--- src/assert_macros.svh ---
// ----------------------------------------------------------------------------
// assert_macros.svh
// Assertion shorthands for the RTL that carries checks.
// ----------------------------------------------------------------------------
`ifndef ASSERT_MACROS_SVH
`define ASSERT_MACROS_SVH

// Property must hold at every clock edge outside reset.
`define LQS_ASSERT(lbl, prop, msg) \
  lbl: assert property (@(posedge clk) disable iff (rst) (prop)) else $error(msg);

// Expression must never be true outside reset.
`define LQS_NEVER(lbl, expr, msg) \
  lbl: assert property (@(posedge clk) disable iff (rst) !(expr)) else $error(msg);

`endif

--- src/lqs_pkg.sv ---
// ----------------------------------------------------------------------------
// lqs_pkg
// Types and constants for the linear queue with statistics.
// ----------------------------------------------------------------------------
package lqs_pkg;

  localparam int DEPTH     = 128;
  localparam int VAL_W     = 32;
  localparam int CNT_W     = $clog2(DEPTH + 1);
  localparam int SUM_W     = VAL_W + CNT_W;
  localparam int FRAC_W    = 8;
  localparam int DIV_W     = SUM_W + FRAC_W;
  localparam int DIV_CNT_W = $clog2(DIV_W + 1);
  localparam int AVG_W     = 40;
  localparam int COUNT_W   = 8;

  typedef enum logic [1:0] {
    REQ_ENQ   = 2'd0,
    REQ_DEQ   = 2'd1,
    REQ_CLEAR = 2'd2,
    REQ_STATS = 2'd3
  } req_code_t;

  typedef enum logic [1:0] {
    ST_OK    = 2'd0,
    ST_FULL  = 2'd1,
    ST_EMPTY = 2'd2
  } status_code_t;

  typedef enum logic [1:0] {
    S_IDLE,
    S_SCAN,
    S_LAUNCH,
    S_DIV
  } state_t;

  typedef struct packed {
    logic [1:0]              req_type;
    logic signed [VAL_W-1:0] value;
  } req_t;

  typedef struct packed {
    logic [1:0]              status;
    logic signed [VAL_W-1:0] data;
    logic [COUNT_W-1:0]      count;
    logic signed [VAL_W-1:0] max_value;
    logic signed [VAL_W-1:0] min_value;
    logic signed [AVG_W-1:0] average;
  } rsp_t;

  typedef struct packed {
    logic load;
    logic shift;
    logic wrap;
  } cell_ctl_t;

endpackage

--- src/lqs_div.sv ---
// ----------------------------------------------------------------------------
// lqs_div
// Restoring divider, one quotient bit per cycle, signed result truncated
// toward zero.
// ----------------------------------------------------------------------------
module lqs_div (
  input  logic                             clk,
  input  logic                             rst,
  input  logic                             start,
  input  logic signed [lqs_pkg::SUM_W-1:0] sum,
  input  logic [lqs_pkg::CNT_W-1:0]        divisor,
  output logic                             done,
  output logic signed [lqs_pkg::AVG_W-1:0] quotient
);
  import lqs_pkg::*;

  logic                 busy;
  logic [DIV_CNT_W-1:0] steps;
  logic [DIV_W-1:0]     quo;
  logic [CNT_W:0]       rem;
  logic [CNT_W-1:0]     dvs;
  logic                 neg;
  logic [SUM_W-1:0]     mag;
  logic [CNT_W:0]       rem_sh;
  logic                 fits;
  logic [DIV_W-1:0]     quo_signed;

  assign mag        = sum[SUM_W-1] ? (~sum + 1'b1) : sum;
  assign rem_sh     = {rem[CNT_W-1:0], quo[DIV_W-1]};
  assign fits       = rem_sh >= {1'b0, dvs};
  assign quo_signed = neg ? (~quo + 1'b1) : quo;
  assign quotient   = AVG_W'(quo_signed);

  always_ff @(posedge clk) begin
    if (rst) begin
      busy  <= 1'b0;
      done  <= 1'b0;
      steps <= '0;
    end else begin
      done <= 1'b0;
      if (start) begin
        busy  <= 1'b1;
        steps <= DIV_CNT_W'(DIV_W);
      end else if (busy) begin
        steps <= steps - 1'b1;
        if (steps == DIV_CNT_W'(1)) begin
          busy <= 1'b0;
          done <= 1'b1;
        end
      end
    end
  end

  // Datapath: shift in one dividend bit, subtract where the divisor fits.
  always_ff @(posedge clk) begin
    if (start) begin
      quo <= {mag, {FRAC_W{1'b0}}};
      rem <= '0;
      dvs <= divisor;
      neg <= sum[SUM_W-1];
    end else if (busy) begin
      rem <= fits ? (rem_sh - {1'b0, dvs}) : rem_sh;
      quo <= {quo[DIV_W-2:0], fits};
    end
  end

endmodule

--- config.mk ---
export PLATFORM = sky130hd
export DESIGN_NAME = lqs_div
export DESIGN_NICKNAME = d
export VERILOG_FILES = /design/src/assert_macros.svh /design/src/lqs_pkg.sv /design/src/lqs_div.sv
export SDC_FILE = /design/constraint.sdc
export NUM_CORES = 1
export LEC_CHECK = 0
export BUFFER_PORTS_ARGS = -buffer_cell sky130_fd_sc_hd__buf_2
export CAP_MARGIN = 30
export CORE_MARGIN = 8
export CORE_UTILIZATION = 48
export CTS_CLUSTER_SIZE = 25
export DETAILED_ROUTE_END_ITERATION = 8
export PLACE_DENSITY_LB_ADDON = 0.08
export REMOVE_ABC_BUFFERS = 1
export SKIP_LAST_GASP = 1
export SLEW_MARGIN = 30
export SYNTH_ARGS = -nofsm -noshare
export SYNTH_HDL_FRONTEND = slang
export SYNTH_SLANG_ARGS = --single-unit
export TNS_END_PERCENT = 1
--- constraint.sdc ---
create_clock -name clk -period 2.9 [get_ports clk]
set_clock_uncertainty 0.1 [all_clocks]
set_input_delay 0.58 -clock clk [delete_from_list [all_inputs] [get_ports clk]]
set_output_delay 0.58 -clock clk [all_outputs]
set_load 0.05 [all_outputs]
==> key figures <==
STA
  • Slew margin rel.: 0.615
  • Period utilisation layout: 1.11
  • Post-route setup TNS: -5.44 ns
  • Worst setup margin: -0.307 ns
  • Worst Tran Pin Value: 0.572 ns
  • Count of final max-slew check failures: 0
  • Tmin final: 3.21 ns
  • Final hold vios: 0
  • Final setup violation count: 25
  • F_max: 0.312 GHz
  • RSZ-0062 raised after global routing: yes

Final layout
  • Design area: 0.00636 mm²
  • Antenna diodes: 0
  • Area growth, synth to finish: 26.1%
  • Most frequent cells in the layout: buf_2, nand2_1, buf_4
  • Fillers: 931
  • Layout Utilization: 0.619
  • Commonest non-fill, non-tap cell in the layout: buf_2
  • Final #Nets: 763
  • Ratio of cells with drive above 1 in the final layout: 0.263

Global route
  • M1 GR Usage: 0.248
  • Antenna violations before repair: 0
  • Grt ovf: 0
  • Tot GR Track Use: 0.204
  • Vias in the first global route: 4,904
  • Busiest grt layer: met2
  • M3 GR Usage: 0.0390
  • First-pass GRT wire length: 23.9 mm
  • Global routing met2 resource utilization: 0.351
  • Largest net degree at the start of global routing: 41

Worst setup path
  • CP bufs+invs: 3
  • Crit path DAT: 2.53 ns
  • CP peak stage delay: 0.41 ns
  • Worst R2R End: rem[2]
  • FF-to-FF Start: dvs[3]
  • FF-to-FF path depth: 7
  • Crit path kind: flop to output pin
  • Worst Setup Start Kind: flop
  • Slowest CP cell: edfxtp_1
  • CP Capture Type: output pin
  • Worst path required time: 2.22 ns
  • Critical path's most frequent cell: buf_4
  • Crit path max fanout: 4
  • Worst reg2reg setup slack: 0.49 ns
  • CP Cell Sequence: or3_4 > nor4bb_4 > buf_4 > buf_6 > nand3_4 > o41ai_4 > xnor2_1 > buf_4
  • CP top delay family: simple AND/OR/NAND/NOR gates
  • Crit path from: quo[11]

Placement
  • Post-DP HPWL: 10.7 mm
  • Placed Instance Area: 0.00596 mm²
  • Gp weighted congestion: 0.885
  • Port buffer count: 91

Yosys
  • Synth top area cells: edfxtp_1, dfxtp_1, xnor2_1, o21ai_0, nand2_1
  • Sequential fraction of the synthesis area: 0.387
  • Avg Inst Size Synth: 8.80 µm²
  • Top cell type's share of synthesized area: 0.292
  • Synth Register Bits: 73
  • Post-synth EDFFs: 49
  • Async set or reset register ratio after synthesis: 0
  • Post-Syn Area: 0.00504 mm²
  • Yosys Warn Count: 0
  • Synth unique cells: 58
  • Largest area contributor in the netlist: edfxtp_1
  • Main synth FF type: edfxtp_1
  • Synth Instances: 573

Floorplan
  • Initial Util: 0.491
  • Die Height: 118 µm
  • Core footprint: 0.0103 mm²
  • Num ports: 92
  • Die width: 118 µm
  • Die ar.: 0.0140 mm²
  • FP Rows: 37

Power
  • Peak supply drop: 0.000287 V
  • Leak: 0.00251 µW
  • Pwr Density: 525 mW/mm²

Route
  • Wire per inst: 17.2 µm
  • 1st-iter DRT viols: 317
  • Via density: 5.71
  • Via Count: 4,798
  • Pre-antenna DRT Iters: 5
  • Final wirelength: 14.4 mm
  • DRC Markers: 0
  • Post-route ant nets: 0

CTS
  • H-tree levels: 3
  • CTS Sinks: 73
  • Clk slew on worst S/H paths: 0.08 ns
  • Worst skew pair latency: 0.36 ns
  • CTS buffer count: 9
  • Cts hold-fix bufs: 0
  • TritonCTS clock tree: done
  • Max clock buf depth: 2
  • Clk root buf: clkbuf_8

Hold path
  • Min-Delay Endpoint: dvs[3]
  • Hold path start: divisor[3]
  • Hold-critical path depth: 1
  • Worst Hold Class: input pin to flop

Status
  • Status: finished with violations
  • Failing checks: setup timing

Flow run
  • Max-cap viol count: 0
==> state kept, by name (all words and copies together), names as in the netlist <==
name / count
neg: 1
done: 1
busy: 1
dvs: 8
quo: 48
steps: 6
rem: 8
==> timing repair <==
action | CTS | global route
resized for setup | 31 | 9
gates cloned | 0 | 0
buffers inserted | 2 | 1
endpoints found under the setup margin | 25 | 31
pin swaps | 6 | 2
==> layout make-up <==
| cell class | count | area [µm²] | share of cell area |
|---|---|---|---|
| flip-flops and latches | 73 | 1950 | 0.307 |
| inverters | 22 | 82.6 | 0.0130 |
| clock inverters | 3 | 65.1 | 0.0102 |
| clock buffers | 13 | 139 | 0.0218 |
| well taps | 136 | 170 | 0.0268 |
| multi-input cells | 448 | 3020 | 0.475 |
| repair buffers | 145 | 930 | 0.146 |
==> power by group <==
part,internal (µW),total (µW),switching [µW]
registers,1220,1290,69.3
logic,405,1180,778
clock network,485,869,383
==> how the worst max path moves through the flow <==
stage,endpoint,slack (ns),cells past startpoint
4_1_cts,quotient[24],-0.33,8
2_1_floorplan,quotient[32],-0.46,5
3_3_place_gp,quotient[28],-0.08,7
6_report,quotient[24],-0.31,8
3_5_place_dp,quotient[28],-0.1,7
5_1_grt,quotient[37],-0.43,8
==> stage by stage <==
| stage | setup slack [ns] | instances | total power (µW) | hold WS, ns |
|---|---|---|---|---|
| 6_report | -0.307 | 840 | 3340 | 0.298 |
| 2_1_floorplan | -0.463 | 543 | 2050 | 0.369 |
| 3_3_place_gp | -0.0753 | 821 | 2410 | 0.388 |
| 4_1_cts | -0.329 | 839 | 3340 | 0.278 |
| 5_1_grt | -0.428 | 840 | 3490 | 0.278 |
| 3_5_place_dp | -0.0976 | 821 | 2420 | 0.397 |
==> kinds of logic (layout without fill, tap and decap cells) <==
kind of cell | count (synthesis) | after routing | synth area share
AOI/OAI and AO/OA | 144 | 144 | 0.194
xor gates and xnor gates | 71 | 71 | 0.123
adders and majority gates | 13 | 13 | 0.0338
buffers and inverters | 52 | 183 | 0.0395
DFF | 73 | 73 | 0.387
muxes | 9 | 9 | 0.0184
and+or+nand+nor | 211 | 211 | 0.204
==> cells in the mapped netlist, types with 3 or more instances <==
master    count
a211o_1       5
a21oi_1      11
a22o_1        3
a32oi_1       3
and3_1        3
buf_1         4
clkbuf_1     25
dfxtp_1      24
edfxtp_1     49
ha_1         12
inv_1        21
mux2i_1       7
nand2_1      72
nand2b_1      3
nand3_1      22
nand4_1       5
nor2_1       42
nor3_1       14
nor4_1       16
o211ai_1      7
o21ai_0      56
o221ai_1      3
o31ai_1      22
o41ai_1      11
or2_2         4
or3_1        10
or4_1         7
xnor2_1      48
xor2_1       23
==> routing by layer <==
layer / wire length, µm / part of all wire / vias up
li1: - / - / 2374
met1: 6430 / 0.45 / 2287
met5: 0 / 0 / -
met2: 7100 / 0.49 / 124
met3: 724 / 0.050 / 13
met4: 184 / 0.013 / 0
No activity file was read; power rests on OpenSTA's default activity.
