### config.mk
export PLATFORM = sky130hd
export DESIGN_NAME = lqs_cell
export DESIGN_NICKNAME = d
export VERILOG_FILES = /design/src/assert_macros.svh /design/src/lqs_pkg.sv /design/src/lqs_cell.sv
export SDC_FILE = /design/constraint.sdc
export NUM_CORES = 1
export LEC_CHECK = 0
export ABC_AREA = 1
export BUFFER_PORTS_ARGS = -buffer_cell sky130_fd_sc_hd__buf_4
export CAP_MARGIN = 20
export CORE_ASPECT_RATIO = 0.8
export CORE_MARGIN = 8
export CORE_UTILIZATION = 31
export CTS_CLUSTER_DIAMETER = 200
export DETAILED_ROUTE_END_ITERATION = 7
export GPL_ROUTABILITY_DRIVEN = 0
export GPL_TIMING_DRIVEN = 0
export PLACE_DENSITY_LB_ADDON = 0.15
export RECOVER_POWER = 50
export SYNTH_ARGS = -nofsm -noshare
export SYNTH_HDL_FRONTEND = slang
export SYNTH_SLANG_ARGS = --single-unit
### constraint.sdc
create_clock -name clk -period 4.33 [get_ports clk]
set_clock_uncertainty 0.1 [all_clocks]
set_input_delay 0.866 -clock clk [delete_from_list [all_inputs] [get_ports clk]]
set_output_delay 0.866 -clock clk [all_outputs]
set_load 0.005 [all_outputs]
### src/assert_macros.svh
// ----------------------------------------------------------------------------
// assert_macros.svh
// Assertion shorthands for the RTL that carries checks.
// ----------------------------------------------------------------------------
`ifndef ASSERT_MACROS_SVH
`define ASSERT_MACROS_SVH

// Property must hold at every clock edge outside reset.
`define LQS_ASSERT(lbl, prop, msg) \
  lbl: assert property (@(posedge clk) disable iff (rst) (prop)) else $error(msg);

// Expression must never be true outside reset.
`define LQS_NEVER(lbl, expr, msg) \
  lbl: assert property (@(posedge clk) disable iff (rst) !(expr)) else $error(msg);

`endif

### src/lqs_pkg.sv
// ----------------------------------------------------------------------------
// lqs_pkg
// Types and constants for the linear queue with statistics.
// ----------------------------------------------------------------------------
package lqs_pkg;

  localparam int DEPTH     = 128;
  localparam int VAL_W     = 32;
  localparam int CNT_W     = $clog2(DEPTH + 1);
  localparam int SUM_W     = VAL_W + CNT_W;
  localparam int FRAC_W    = 8;
  localparam int DIV_W     = SUM_W + FRAC_W;
  localparam int DIV_CNT_W = $clog2(DIV_W + 1);
  localparam int AVG_W     = 40;
  localparam int COUNT_W   = 8;

  typedef enum logic [1:0] {
    REQ_ENQ   = 2'd0,
    REQ_DEQ   = 2'd1,
    REQ_CLEAR = 2'd2,
    REQ_STATS = 2'd3
  } req_code_t;

  typedef enum logic [1:0] {
    ST_OK    = 2'd0,
    ST_FULL  = 2'd1,
    ST_EMPTY = 2'd2
  } status_code_t;

  typedef enum logic [1:0] {
    S_IDLE,
    S_SCAN,
    S_LAUNCH,
    S_DIV
  } state_t;

  typedef struct packed {
    logic [1:0]              req_type;
    logic signed [VAL_W-1:0] value;
  } req_t;

  typedef struct packed {
    logic [1:0]              status;
    logic signed [VAL_W-1:0] data;
    logic [COUNT_W-1:0]      count;
    logic signed [VAL_W-1:0] max_value;
    logic signed [VAL_W-1:0] min_value;
    logic signed [AVG_W-1:0] average;
  } rsp_t;

  typedef struct packed {
    logic load;
    logic shift;
    logic wrap;
  } cell_ctl_t;

endpackage

### src/lqs_cell.sv
// ----------------------------------------------------------------------------
// lqs_cell
// One queue slot: loads a new value, takes its neighbor's, or takes the head.
// ----------------------------------------------------------------------------
module lqs_cell (
  input  logic                             clk,
  input  lqs_pkg::cell_ctl_t               ctl,
  input  logic signed [lqs_pkg::VAL_W-1:0] in_value,
  input  logic signed [lqs_pkg::VAL_W-1:0] next_value,
  input  logic signed [lqs_pkg::VAL_W-1:0] head_value,
  output logic signed [lqs_pkg::VAL_W-1:0] q
);
  import lqs_pkg::*;

  always_ff @(posedge clk) begin
    if (ctl.load) begin
      q <= in_value;
    end else if (ctl.wrap) begin
      q <= head_value;
    end else if (ctl.shift) begin
      q <= next_value;
    end
  end

endmodule

==> results of run 1 <==
area by class of cell:
cell class / instances / area, µm²
Buffer: 14 / 78.8
Clock buffer: 6 / 72.6
Clock inverter: 1 / 5.00
Fill cell: 621 / 3150
Inverter: 66 / 251
Multi-Input combinational cell: 162 / 648
Sequential cell: 32 / 961
Tap cell: 84 / 105
Timing Repair Buffer: 131 / 1010
through the flow:
step	power, mW	std cells	cell area [µm²]	hold WS [ns]	util
CTS	0.840	496	3170	0.740	0.505
global route	0.870	496	3130	0.752	0.499
finish	0.818	496	3130	0.754	0.499
global placement	0.616	487	3050	1.04	0.485
detailed placement	0.621	489	3090	1.04	0.492
floorplan	0.477	274	1970	0.948	-
worst paths after layout:
| path | start | to | slack, ns | cells after the start |
|---|---|---|---|---|
| worst max-delay path | ctl[0] | q[16] | 2.05 | 6 |
| worst min-delay path | in_value[8] | q[8] | 0.75 | 3 |
layer usage:
metal  vias up  share of wire  GRT usage
li1       1081              -          -
met1       827           0.44      0.151
met2        82           0.45      0.208
met3         5           0.11     0.0651
met4         0          0.010     0.0465
met5         -              0          0
cells by family after synthesis:
| group | Yosys count | share of synthesized area |
|---|---|---|
| flip-flops | 32 | 0.487 |
| AND/OR/NAND/NOR | 162 | 0.328 |
| buffers and inverters | 80 | 0.185 |
power by group through the flow:
| stage | Clock [mW] | Combinational [mW] | Sequential (mW) |
|---|---|---|---|
| final | 0.212 | 0.215 | 0.392 |
| after global routing | 0.236 | 0.239 | 0.395 |
| after CTS | 0.224 | 0.223 | 0.392 |
| after detailed placement | 0 | 0.223 | 0.399 |
| after global placement | 0 | 0.218 | 0.398 |
| after floorplan | 0 | 0.0735 | 0.403 |
cell usage after synthesis, drive strengths merged:
library cell	n
nand2	129
inv	66
edfxtp	32
nand3	32
buf	14
nor2	1
==> reports/qor.txt, run 1 <==
Status: completed
Register area share after synthesis: 0.487
Mapped Avg Cell Area: 7.21 µm²
Main area contributors after synthesis: edfxtp_1 49%, nand2_1 25%, inv_1 12%
Crit end category: flip-flop
Clock-pin slew on the worst setup and hold paths: 0.07 ns
Commonest non-fill, non-tap cell in the layout: buf_4
Worst endpoint data arrival time: 2.17 ns
CP top delay family: buffers and inverters
Root Driver: clkbuf_8
Post-CTS Setup Bufs: 0
Area fraction of the dominant cell type after synthesis: 0.487
Commonest non-fill, non-tap cells in the layout: 135 x buf_4, 129 x nand2_1, 64 x inv_1
Ant. Diodes: 0
Die W: 105 µm
Mapped Nets: 374
CP Class: input pin to flip-flop
DR DRC count: 0
DIE AREA: 9190 µm²
Netlist cell types: 9
Post-Syn Area: 1970 µm²
PD cells: 261 nW/µm²
Switch Pwr: 200 µW
Peak Freq: 438 MHz
Clock share of power: 0.259
Drt via density: 4.02
Final Cycle Share: 0.527
Max_slew headroom: 0.678
MaxCap Viol Count: 0
Hold Vio Cnt, Final: 0
HP Class: input pin to flip-flop
Post-CTS resize count: 0
Slew Viols, Final: 0
Biggest register: q
Worst vdd ir: 0.105 mV
First-pass GRT wire length: 9540 µm
Leakage Power: 1.83 nW
Iter 0 DRT Violations: 59
Crit path cell chain: clkbuf_1 -> clkbuf_1 -> nor2_1 -> nand2_1 -> buf_16 -> buf_8
CORE AREA: 6280 µm²
Synth-to-layout area growth: 58.7%
DP Worst Slack: 2.19 ns
Net Sw Frac: 0.244
TritonRoute pass-1 iters: 4
Most frequent CP cell: clkbuf_1
Row cnt: 26
Initial Utilization: 0.314
FF+latch count, synth: 32
Grt total ovfl: 0
Max reg flops: 32
Final min period: 2.28 ns
Post-CTS Hold Fix Bufs: 0
CP Max Fanout: 20
CP max-delay cell: clkbuf_1
Synth Warn #: 0
DP Wirelength: 4950 µm
Largest net degree at the start of global routing: 21
Final wirelength: 6280 µm
Vias in the first global route: 1955
H-tree depth: 2
Final ANT Viol Nets: 0
Synth Instances: 274
Port Buf Inserts: 129
Biggest regs: q: 32 flops
Clk sinks: 32
Final worst slack: 2.05 ns
Yosys top cell by area: edfxtp_1
Worst Tran Pin Value: 0.483 ns
Startpoint types: input pin
Power share of the combinational group: 0.263
Die H: 87.4 µm
Total number of vias: 1995
CTS tree: yes
Share of layout cells above drive strength 1: 0.359
Final setup fails: 0
Setup_tns: 0 ns
Clk buf depth: 2
IO Pins: 132
CP required: 4.22 ns
GR Util All Layers: 0.132
Sequential power share: 0.478
RSZ-0062 raised after global routing: no
Nets: 512
Drt wl/cell: 12.7 µm
Antenna violations before repair: 0
Worst Path Buf+Inv: 4
Pint: 619 µW
Total CTS buffers: 5
CP peak stage delay: 0.39 ns
Power figures use the tool's default switching activity.
==> run 2, diff against run 1 <==
==> constraint.sdc (replaced) <==
create_clock -name clk -period 2 [get_ports clk]
set_clock_uncertainty 0.1 [all_clocks]
set_input_delay 0.4 -clock clk [delete_from_list [all_inputs] [get_ports clk]]
set_output_delay 0.4 -clock clk [all_outputs]
set_load 0.005 [all_outputs]
==> run 2 against run 1 <==
First-iteration DRC count rose by 12%. Sequential power is 120% higher. Utilization up 0.060 points. Non-clock buffer count did not move. Critical path depth is the same. Via count is 0.30% higher. Critical path type unchanged. Critical endpoint unchanged. Highest routed layer unchanged.
==> reports/qor.txt, run 2 (synthesis gave the netlist of run 1 again) <==
Drt via density: 4.03 (+0.30%)
Total number of vias: 2001 (+0.30%)
Final worst slack: 0.403 ns (-1.65 ns)
GR Util All Layers: 0.132 (unchanged)
PD cells: 565 nW/µm² (+120%)
Worst endpoint data arrival time: 1.49 ns (-0.68 ns)
Slew Viols, Final: 0 (unchanged)
Cell Count Post-Placement: 489 (unchanged)
TritonRoute pass-1 iters: 4 (unchanged)
Nets: 512 (unchanged)
Worst Tran Pin Value: 0.483 ns (-0.0000694 ns)
IO Pins: 132 (unchanged)
Share of layout cells above drive strength 1: 0.362 (+0.00243)
Crit end category: flip-flop
Leakage Power: 1.83 nW (+0.20%)
Area occupied by multi-input gates: 648 µm² (unchanged)
Worst vdd ir: 0.228 mV (+120%)
Clock share of power: 0.259 (about the same)
Initial Utilization: 0.314 (unchanged)
Port Buf Inserts: 129 (unchanged)
Ant. Diodes: 0 (unchanged)
DIE AREA: 9190 µm² (unchanged)
Final wirelength: 6260 µm (-0.33%)
Hold Vio Cnt, Final: 0 (unchanged)
CP Class: input pin to flip-flop
Power share of the combinational group: 0.263 (about the same)
Status: completed
HP Class: input pin to flip-flop
Commonest non-fill, non-tap cell in the layout: buf_4
Max reg flops: 32 (unchanged)
DP Worst Slack: 0.326 ns (-1.86 ns)
Post-CTS resize count: 0 (unchanged)
H-tree depth: 2 (unchanged)
Sequential power share: 0.478 (about the same)
MaxCap Viol Count: 0 (unchanged)
Post-CTS Setup Bufs: 0 (unchanged)
Biggest regs: q: 32 flops
Clock-pin slew on the worst setup and hold paths: 0.07 ns (about the same)
Drt wl/cell: 12.6 µm (-0.33%)
Root Driver: clkbuf_8
Largest net degree at the start of global routing: 21 (unchanged)
Vias in the first global route: 1955 (unchanged)
Final cell count without fillers: 496 (unchanged)
Startpoint types: input pin
Net Sw Frac: 0.244 (about the same)
CP Max Fanout: 20 (unchanged)
Die W: 105 µm (unchanged)
First-pass GRT wire length: 9540 µm (unchanged)
CORE AREA: 6280 µm² (unchanged)
Hold WS: 0.288 ns (-0.466 ns)
Max_slew headroom: 0.678 (about the same)
Grt total ovfl: 0 (unchanged)
Synth-to-layout area growth: 58.9%
Row cnt: 26 (unchanged)
DP Wirelength: 4950 µm (unchanged)
Commonest non-fill, non-tap cells in the layout: 136 x buf_4, 129 x nand2_1, 64 x inv_1
Final Cycle Share: 0.799
Total CTS buffers: 5 (unchanged)
Biggest register: q
Die H: 87.4 µm (unchanged)
CP required: 1.89 ns (-2.33 ns)
Iter 0 DRT Violations: 66 (+12%)
Final setup fails: 0 (unchanged)
Clk sinks: 32 (unchanged)
Clk buf depth: 2 (unchanged)
Register area: 961 µm² (unchanged)
Switch Pwr: 433 µW (+120%)
Peak Freq: 626 MHz
Final ANT Viol Nets: 0 (unchanged)
Antenna violations before repair: 0 (unchanged)
Pint: 1.34 mW (+120%)
# fillers: 621 (unchanged)
RSZ-0062 raised after global routing: no
Final min period: 1.60 ns
DR DRC count: 0 (unchanged)
Post-CTS Hold Fix Bufs: 0 (unchanged)
CTS tree: yes
[run 2: through the flow]
stage               TNS [ns]   util  total power [mW]  instance area (µm²)
finish                     0  0.500              1.77                 3140
global route               0  0.500              1.88                 3140
CTS                        0  0.505              1.82                 3170
detailed placement         0  0.492              1.35                 3090
global placement      -11.85  0.485              1.33                 3050
floorplan                  0      -              1.03                 1970
[run 2: cell type report]
| class | count | area share |
|---|---|---|
| Inverter | 66 | 0.0802 |
| Buffer | 14 | 0.0263 |
| Timing Repair Buffer | 131 | 0.322 |
| Clock buffer | 6 | 0.0231 |
| Clock inverter | 1 | 0.00160 |
| Tap cell | 84 | 0.0335 |
| Multi-Input combinational cell | 162 | 0.207 |
| Sequential cell | 32 | 0.306 |
[run 2: power by group through the flow]
stage | clock network (mW) | logic (mW) | registers [mW]
detailed placement | 0 | 0.482 | 0.863
global placement | 0 | 0.472 | 0.861
CTS | 0.485 | 0.484 | 0.849
global route | 0.511 | 0.519 | 0.855
finish | 0.458 | 0.467 | 0.848
floorplan | 0 | 0.159 | 0.873
[run 2: per-layer routing]
metal | vias to the layer above | share of wire | track usage
li1 | 1082 | - | -
met1 | 830 | 0.44 | 0.151
met2 | 84 | 0.45 | 0.208
met3 | 5 | 0.11 | 0.0651
met4 | 0 | 0.010 | 0.0465
met5 | - | 0 | 0
[run 2: critical path, stage by stage]
cell and delay, ns:
clkbuf_1 0.29, buf_4 0.24, nor2_1 0.06, nand2_1 0.13, buf_16 0.19, buf_8 0.17
[run 2: final timing paths]
path	slack [ns]	end	from	cells after the start
min	0.29	q[8]	in_value[8]	3
max	0.40	q[16]	ctl[0]	6
==> run 3, diff against run 2 <==
--- a/config.mk
+++ b/config.mk
@@ -5,7 +5,7 @@
 export SDC_FILE = /design/constraint.sdc
 export NUM_CORES = 1
 export LEC_CHECK = 0
-export ABC_AREA = 1
+export ABC_AREA = 0
 export BUFFER_PORTS_ARGS = -buffer_cell sky130_fd_sc_hd__buf_4
 export CAP_MARGIN = 20
 export CORE_ASPECT_RATIO = 0.8
==> constraint.sdc (replaced) <==
create_clock -name clk -period 1.6 [get_ports clk]
set_clock_uncertainty 0.1 [all_clocks]
set_input_delay 0.32 -clock clk [delete_from_list [all_inputs] [get_ports clk]]
set_output_delay 0.32 -clock clk [all_outputs]
set_load 0.005 [all_outputs]
==> run 3 against run 2 <==
Clock power is 23% higher. Sequential power rose by 25%. Non-clock buffer count shrank 5. Utilization is 2.7 points higher. Die area down 13%. Via count fell by 23%. Synthesized cell count down 49%. Highest routed layer unchanged.
==> reports/qor.txt, run 3 <==
HP Class: input pin to flip-flop
Finished Cell Area: 2800 µm² (-11%)
Final worst slack: 0.270 ns (-0.132 ns)
Commonest non-fill, non-tap cells in the layout: 120 x buf_4, 32 x mux2i_1, 32 x nand2_1, 32 x edfxtp_1, 23 x o21ai_0
Power share of the combinational group: 0.243 (-0.020)
Final wirelength: 5310 µm (-15%)
TritonRoute pass-1 iters: 4 (unchanged)
CP Class: input pin to flip-flop
Clock share of power: 0.264 (+0.005)
Clk sinks: 32 (unchanged)
Biggest register: q
Hold Vio Cnt, Final: 0 (unchanged)
DR DRC count: 0 (unchanged)
Netlist cell types: 10 (+1)
Drt wl/cell: 15.6 µm (+23%)
Top FF cell, synth: edfxtp_1
CP top delay family: simple AND/OR/NAND/NOR gates
Yosys top cell by area: edfxtp_1
Synth cell count leaders: 32 x edfxtp_1, 32 x mux2i_1, 32 x nand2_1, 30 x o21ai_1, 6 x buf_2
Post-CTS Hold Fix Bufs: 0 (unchanged)
Final Cycle Share: 0.831
PD cells: 766 nW/µm² (+36%)
Final min period: 1.33 ns
Antenna violations before repair: 0 (unchanged)
Net Sw Frac: 0.224 (-0.0198)
Worst hold endpoint: q[22]
CP peak stage delay: 0.49 ns (+0.20 ns)
Setup_tns: 0 ns (unchanged)
FF+latch count, synth: 32 (unchanged)
CP required: 1.42 ns (-0.47 ns)
CTS tree: yes
# fillers: 501 (-19%)
H-tree depth: 2 (unchanged)
RSZ-0062 raised after global routing: no
Worst vdd ir: 0.379 mV (+66%)
Clock-pin slew on the worst setup and hold paths: 0.06 ns (about the same)
Commonest non-fill, non-tap cell in the layout: buf_4
CORE AREA: 5320 µm² (-15%)
Ant. Diodes: 0 (unchanged)
First-pass GRT wire length: 8210 µm (-14%)
Largest net degree at the start of global routing: 33 (+57%)
Crit path cell chain: clkbuf_1 -> or3_4
Row cnt: 24 (-7.7%)
IO Pins: 132 (unchanged)
Switch Pwr: 480 µW (+11%)
Number of flops mapped to enable cells by yosys: 32 (unchanged)
Post-Syn Area: 1670 µm² (-15%)
Iter 0 DRT Violations: 57 (-14%)
Post-CTS Setup Bufs: 0 (unchanged)
Grt total ovfl: 0 (unchanged)
CP Max Fanout: 32 (+60%)
DP Worst Slack: 0.0899 ns (-0.236 ns)
Area fraction of the dominant cell type after synthesis: 0.574 (+0.0877)
Pint: 1.66 mW (+24%)
Die W: 98.1 µm (-6.7%)
GR Util All Layers: 0.130 (-0.00209)
Die H: 81.7 µm (-6.5%)
Share of layout cells above drive strength 1: 0.511 (+0.149)
Hold WS: 0.225 ns (-0.0625 ns)
Main area contributors after synthesis: edfxtp_1 57%, mux2i_1 19%, o21ai_1 9.0%
Root Driver: clkbuf_8
Synth Instances: 140 (-49%)
Mapped Avg Cell Area: 11.9 µm² (+66%)
Fraction of registers with async set/reset: 0 (unchanged)
Clk buf depth: 2 (unchanged)
Peak Freq: 752 MHz
Status: completed
Placement-stage cell area: 2730 µm² (-12%)
Worst Tran Pin Value: 0.439 ns (-0.0438 ns)
Final ANT Viol Nets: 0 (unchanged)
Initial Utilization: 0.315 (about the same)
Port Buf Inserts: 129 (unchanged)
CP max-delay cell: or3_4
Mapped Nets: 240 (-36%)
Sequential power share: 0.493 (+0.015)
Leakage Power: 1.35 nW (-26%)
Final setup fails: 0 (unchanged)
Worst Path Buf+Inv: 1 (-3)
Total CTS buffers: 5 (unchanged)
Synth Warn #: 0 (unchanged)
Vias in the first global route: 1626 (-17%)
Post-CTS resize count: 0 (unchanged)
MaxCap Viol Count: 0 (unchanged)
Final core utilization: 0.526 (+0.0265)
DIE AREA: 8020 µm² (-13%)
Hold path cells: 3 (unchanged)
Nets: 376 (-27%)
Register area share after synthesis: 0.574 (+0.0877)
Worst endpoint data arrival time: 1.15 ns (-0.34 ns)
DP Wirelength: 4330 µm (-13%)
Slew Viols, Final: 0 (unchanged)
Startpoint types: input pin
Max reg flops: 32 (unchanged)
Max_slew headroom: 0.707 (+0.0292)
Biggest regs: q: 32 flops
Drt via density: 4.52 (+12%)
Crit end category: flip-flop
Synth-to-layout area growth: 67.2%
Worst min-delay path startpoint: in_value[22]
Total number of vias: 1542 (-23%)
==> run 3: changes by cell type in the layout (fill, tap and decap cells not counted), sizes merged <==
cell      previous run  this run
nand2              129        32
inv                 65         0
mux2i                0        32
nand3               32         0
o21ai                0        32
buf                141       126
clkbuf              10        20
clkinvlp             1         0
nor2                 1         0
or3                  0         1
==> run 3: kinds of logic (layout without fill, tap and decap cells) <==
group,after synthesis,in the layout,synth area share
multiplexers,32,32,0.191
buffers and inverters,11,147,0.0628
flip-flops,32,32,0.574
AND/OR/NAND/NOR,33,33,0.0755
AO/OA/AOI/OAI,32,32,0.0957
==> run 3: stage by stage <==
step | std cells | total power [mW]
floorplan | 140 | 1.25
global route | 341 | 2.27
finish | 341 | 2.14
CTS | 341 | 2.20
global placement | 334 | 1.61
detailed placement | 334 | 1.62
==> run 3: tightest hold or removal path, stage by stage <==
cell     delay (ns)
buf_4          0.07
nand2_1        0.04
o21ai_0        0.05
==> run 3: power by group through the flow <==
stage               combinational, mW  sequential (mW)  clock (mW)
floorplan                       0.163             1.09           0
global placement                0.539             1.07           0
detailed placement              0.547             1.08           0
global route                    0.574             1.07       0.628
CTS                             0.547             1.06       0.589
finish                          0.520             1.06       0.565
==> run 3: worst max-delay path by stage <==
stage | end | cells after the start | slack [ns] | startpoint
global placement | q[9] | 2 | 0.09 | ctl[2]
detailed placement | q[12] | 2 | 0.09 | ctl[2]
CTS | q[2] | 1 | 0.37 | q[2]
finish | q[19] | 2 | 0.27 | ctl[2]
global route | q[19] | 2 | 0.18 | ctl[2]
floorplan | q[0] | 2 | 0.22 | ctl[0]
==> run 3: area by class of cell <==
type / count / area [µm²] / share of cell area
Buffer: 11 / 100 / 0.0358
Clock buffer: 6 / 72.6 / 0.0260
Clock inverter: 1 / 5.00 / 0.00179
Multi-Input combinational cell: 97 / 612 / 0.219
Sequential cell: 32 / 961 / 0.344
Tap cell: 65 / 81.3 / 0.0291
Timing Repair Buffer: 129 / 965 / 0.345
==> run 3: routing by layer <==
metal	global-route usage	vias up	wire, µm
met2	0.218	67	2610
met1	0.150	693	2180
met5	0	-	0
met3	0.0601	2	487
met4	0.0275	0	32
li1	-	780	-
